<file path="config.mk">
export PLATFORM = sky130hd
export DESIGN_NAME = gfcr_ram
export DESIGN_NICKNAME = d
export VERILOG_FILES = /design/src/sv/gfcr_ram.sv
export SDC_FILE = /design/constraint.sdc
export NUM_CORES = 2
export LEC_CHECK = 0
export BUFFER_PORTS_ARGS = -buffer_cell sky130_fd_sc_hd__buf_2
export CORE_UTILIZATION = 29
export CTS_CLUSTER_SIZE = 14
export DETAILED_ROUTE_END_ITERATION = 10
export PLACE_DENSITY = 0.52
export RECOVER_POWER = 25
export SYNTH_ARGS = -nofsm -noshare
export SYNTH_HDL_FRONTEND = slang
export SYNTH_SLANG_ARGS = --single-unit
export TNS_END_PERCENT = 30
</file>
<file path="constraint.sdc">
create_clock -name clk -period 3 [get_ports clk]
set_clock_uncertainty 0.15 [all_clocks]
set_input_delay 0.3 -clock clk [delete_from_list [all_inputs] [get_ports clk]]
set_output_delay 0.3 -clock clk [all_outputs]
set_load 0.02 [all_outputs]
</file>
<file path="src/sv/gfcr_ram.sv">
module gfcr_ram #(
  parameter int WIDTH = 8,
  parameter int DEPTH = 256
) (
  input  logic                     clk,
  input  logic                     we,
  input  logic [$clog2(DEPTH)-1:0] waddr,
  input  logic [WIDTH-1:0]         wdata,
  input  logic                     re,
  input  logic [$clog2(DEPTH)-1:0] raddr,
  output logic [WIDTH-1:0]         rdata
);

  logic [WIDTH-1:0] mem [DEPTH];

  always_ff @(posedge clk) begin
    if (we) begin
      mem[waddr] <= wdata;
    end
    if (re) begin
      rdata <= mem[raddr];
    end
  end

endmodule

</file>
==> metrics.md <==
| Metric | Value |
|---|---|
| Status | complete, but fails checks |
| Failing checks | capacitance limit, slew limit |
| Most frequent cells in the layout | edfxtp_1, buf_4, mux4_2, nor2_1, clkbuf_16 |
| Routed vias | 40,150 |
| GP Congestion | 0.8353 |
| Antenna violations before repair | 15 |
| Die Span Y | 526.0 um |
| Cell taking the most area after synthesis | edfxtp_1 |
| Initial Utilization | 0.2913 |
| Global route overflow | 0 |
| Final Critical Period | 2.935 ns |
| Yosys reg bits | 2,056 |
| Most common cell after layout, fill and taps aside | edfxtp_1 |
| Starting DRT DRC Count | 4,034 |
| Share of cells above drive strength 1 | 0.3134 |
| Worst Tran Pin Value | 2.670 ns |
| Sequential area share after synthesis | 0.7753 |
| Final worst slack | 0.06502 ns |
| # port buffers | 34 |
| Vias in the first global route | 40,850 |
| Max Used Layer | met4 |
| Core Area | 273,400 um^2 |
| WP data required | 3.40 ns |
| Chip Width | 526.0 um |
| CTS tree | yes |
| Tot GR Track Use | 0.1537 |
| Avg WL per Cell | 26.19 um |
| Clock sinks | 2,056 |
| Die ar. | 276,700 um^2 |
| Top cell type's share of synthesized area | 0.7753 |
| CTS Buf Count | 211 |
| Crit. End Element | flip-flop |
| First-pass GRT wire length | 307.2 mm |
| Pleak | 0.03031 uW |
| Hpwl dp | 139.1 mm |
| Final Hold Viols | 0 |
| Final wirelength | 214.4 mm |
| Net count after synthesis | 3,760 |
| Synth Instances | 3,733 |
| Critical Path AT | 3.34 ns |
| Largest cells by area after synthesis | edfxtp_1, mux4_2, mux2i_1, nor2_1, a22oi_1 |
| Setup CP Type | flip-flop to flip-flop |
| Ys Warns | 0 |
| Finished Layout Cells | 8,185 |
| Pre-Repair DR Iteration Count | 6 |
| Period utilization | 0.9783 |
| Clk buf depth | 3 |
| Placement Setup Slack | -0.6569 ns |
| Mapped Area | 79,640 um^2 |
| Largest net degree at the start of global routing | 102 |
| CP Max Fanout | 1 |
| Max Clk Rate | 340.7 MHz |
| Dpl cell area | 88,690 um^2 |
| Met3 wire length | 11.36 mm |
| Max-cap violations | 8 |
| Final Instance Area | 95,520 um^2 |
| R2r setup slk | 0.07 ns |
| Post-layout util | 0.3494 |
| Netlist cell types | 54 |
| Unrepaired setup endpoints after global routing | no |
| Fin. max-slew vios | 612 |
| Drc violations | 0 |
| Avg Cell Area, Syn | 21.33 um^2 |
| Worst Hold Class | input pin to flip-flop |
| Vias per std cell | 4.905 |
| Number of flops mapped to enable cells by yosys | 2,056 |
| Metal-1 WL | 92.91 mm |
| Final setup viols | 0 |
| Ys async rst share | 0 |
| DRT antenna net count | 0 |
| Area delta synth->final | 19.95% |
| Nets | 4,429 |
| Design Power | 60,840 uW |
| Maximum VDD drop | 0.0006444 V |
| Placed instance count | 7,763 |
| Row count | 192 |
| Num ports | 35 |
| H-tree levels | 4 |
| Slew HR | -0.7798 |
| Root buf cell | clkbuf_16 |
| PwrDens | 636.9 nW/um^2 |
| Met2 wire len | 105.1 mm |
| Crit path launch type | flip-flop |
| Reg clk slew, reported paths | 0.06 ns |
| Synth Flop Type | edfxtp_1 |
| Worst-Skew Late Latency | 0.86 ns |
registers in the layout, summed over array words and instances, names as in the netlist:
name	count
mem	2048
rdata	8
report_power, final:
group | leakage (uW) | total, uW | switching [uW] | internal [uW]
Clock | 0.00331 | 25800 | 11100 | 14700
Sequential | 0.0185 | 31700 | 51.1 | 31700
Combinational | 0.00851 | 3300 | 2020 | 1280
synth_stat cells (all sizes together) (8+ instances only):
| cell type | n |
|---|---|
| edfxtp | 2056 |
| mux4 | 456 |
| nor2 | 282 |
| mux2i | 134 |
| a22oi | 133 |
| buf | 122 |
| clkbuf | 111 |
| a21oi | 96 |
| o221ai | 47 |
| nand3 | 34 |
| nand2 | 33 |
| nor2b | 31 |
| o22ai | 28 |
| nor4 | 27 |
| nor3 | 22 |
| a211oi | 16 |
| a221oi | 14 |
| o21ai | 12 |
| nand4 | 10 |
| o211ai | 10 |
| a22o | 8 |
| nand2b | 8 |
timing repair:
item / 4_1_cts / 5_1_grt
buffers inserted: 0 / 0
gates resized for setup: 0 / 1
hold buffers: 15 / 0
endpoints found under the setup margin: 0 / 1
hold endpoints to repair: 809 / 0
critical path: stages (launching register included):
cell and delay, ns:
edfxtp_1 0.35, mux4_2 0.50, a22o_1 0.26, a221oi_1 0.24
buf_4 0.20, o32ai_1 0.08, nor3_1 0.75, nor4_1 0.11
stage by stage:
stage                     setup TNS [ns]  hold slack [ns]
after detailed placement          -3.715           0.5779
final                                  0           0.1096
after global routing                   0          0.07949
after global placement            -3.832           0.5733
after CTS                              0          0.02826
after floorplan                        0           0.2489
cell type report:
type	count	area [um^2]
Antenna cell	14	35.03
Clock buffer	258	5520
Clock inverter	135	1266
Fill cell	25340	177900
Inverter	2	7.507
Multi-Input combinational cell	1442	16510
Sequential cell	2056	61740
Tap cell	3589	4491
Timing Repair Buffer	689	5951
cells by family after synthesis:
group	count (synthesis)	share of synthesized area
flops	2056	0.7753
simple gates	466	0.02625
mux	591	0.1460
compound gates	385	0.03416
buf+inv	235	0.01829
final timing paths:
kind / startpoint / endpoint / depth (start not counted)
max reg2reg: mem[211][5]$_DFFE_PP_ / rdata[5]$_DFFE_PP_ / 7
max: mem[211][5]$_DFFE_PP_ / rdata[5]$_DFFE_PP_ / 7
min: waddr[6] / mem[215][6]$_DFFE_PP_ / 4
min reg2reg: mem[32][5]$_DFFE_PP_ / rdata[5]$_DFFE_PP_ / 7
layer usage:
metal  vias to the layer above  global-route usage
met5                         -                   0
li1                      17080                   -
met3                       282             0.02201
met2                      1219              0.2542
met1                     21560              0.2120
met4                         0             0.03929
(Power assumes the default switching activity.)
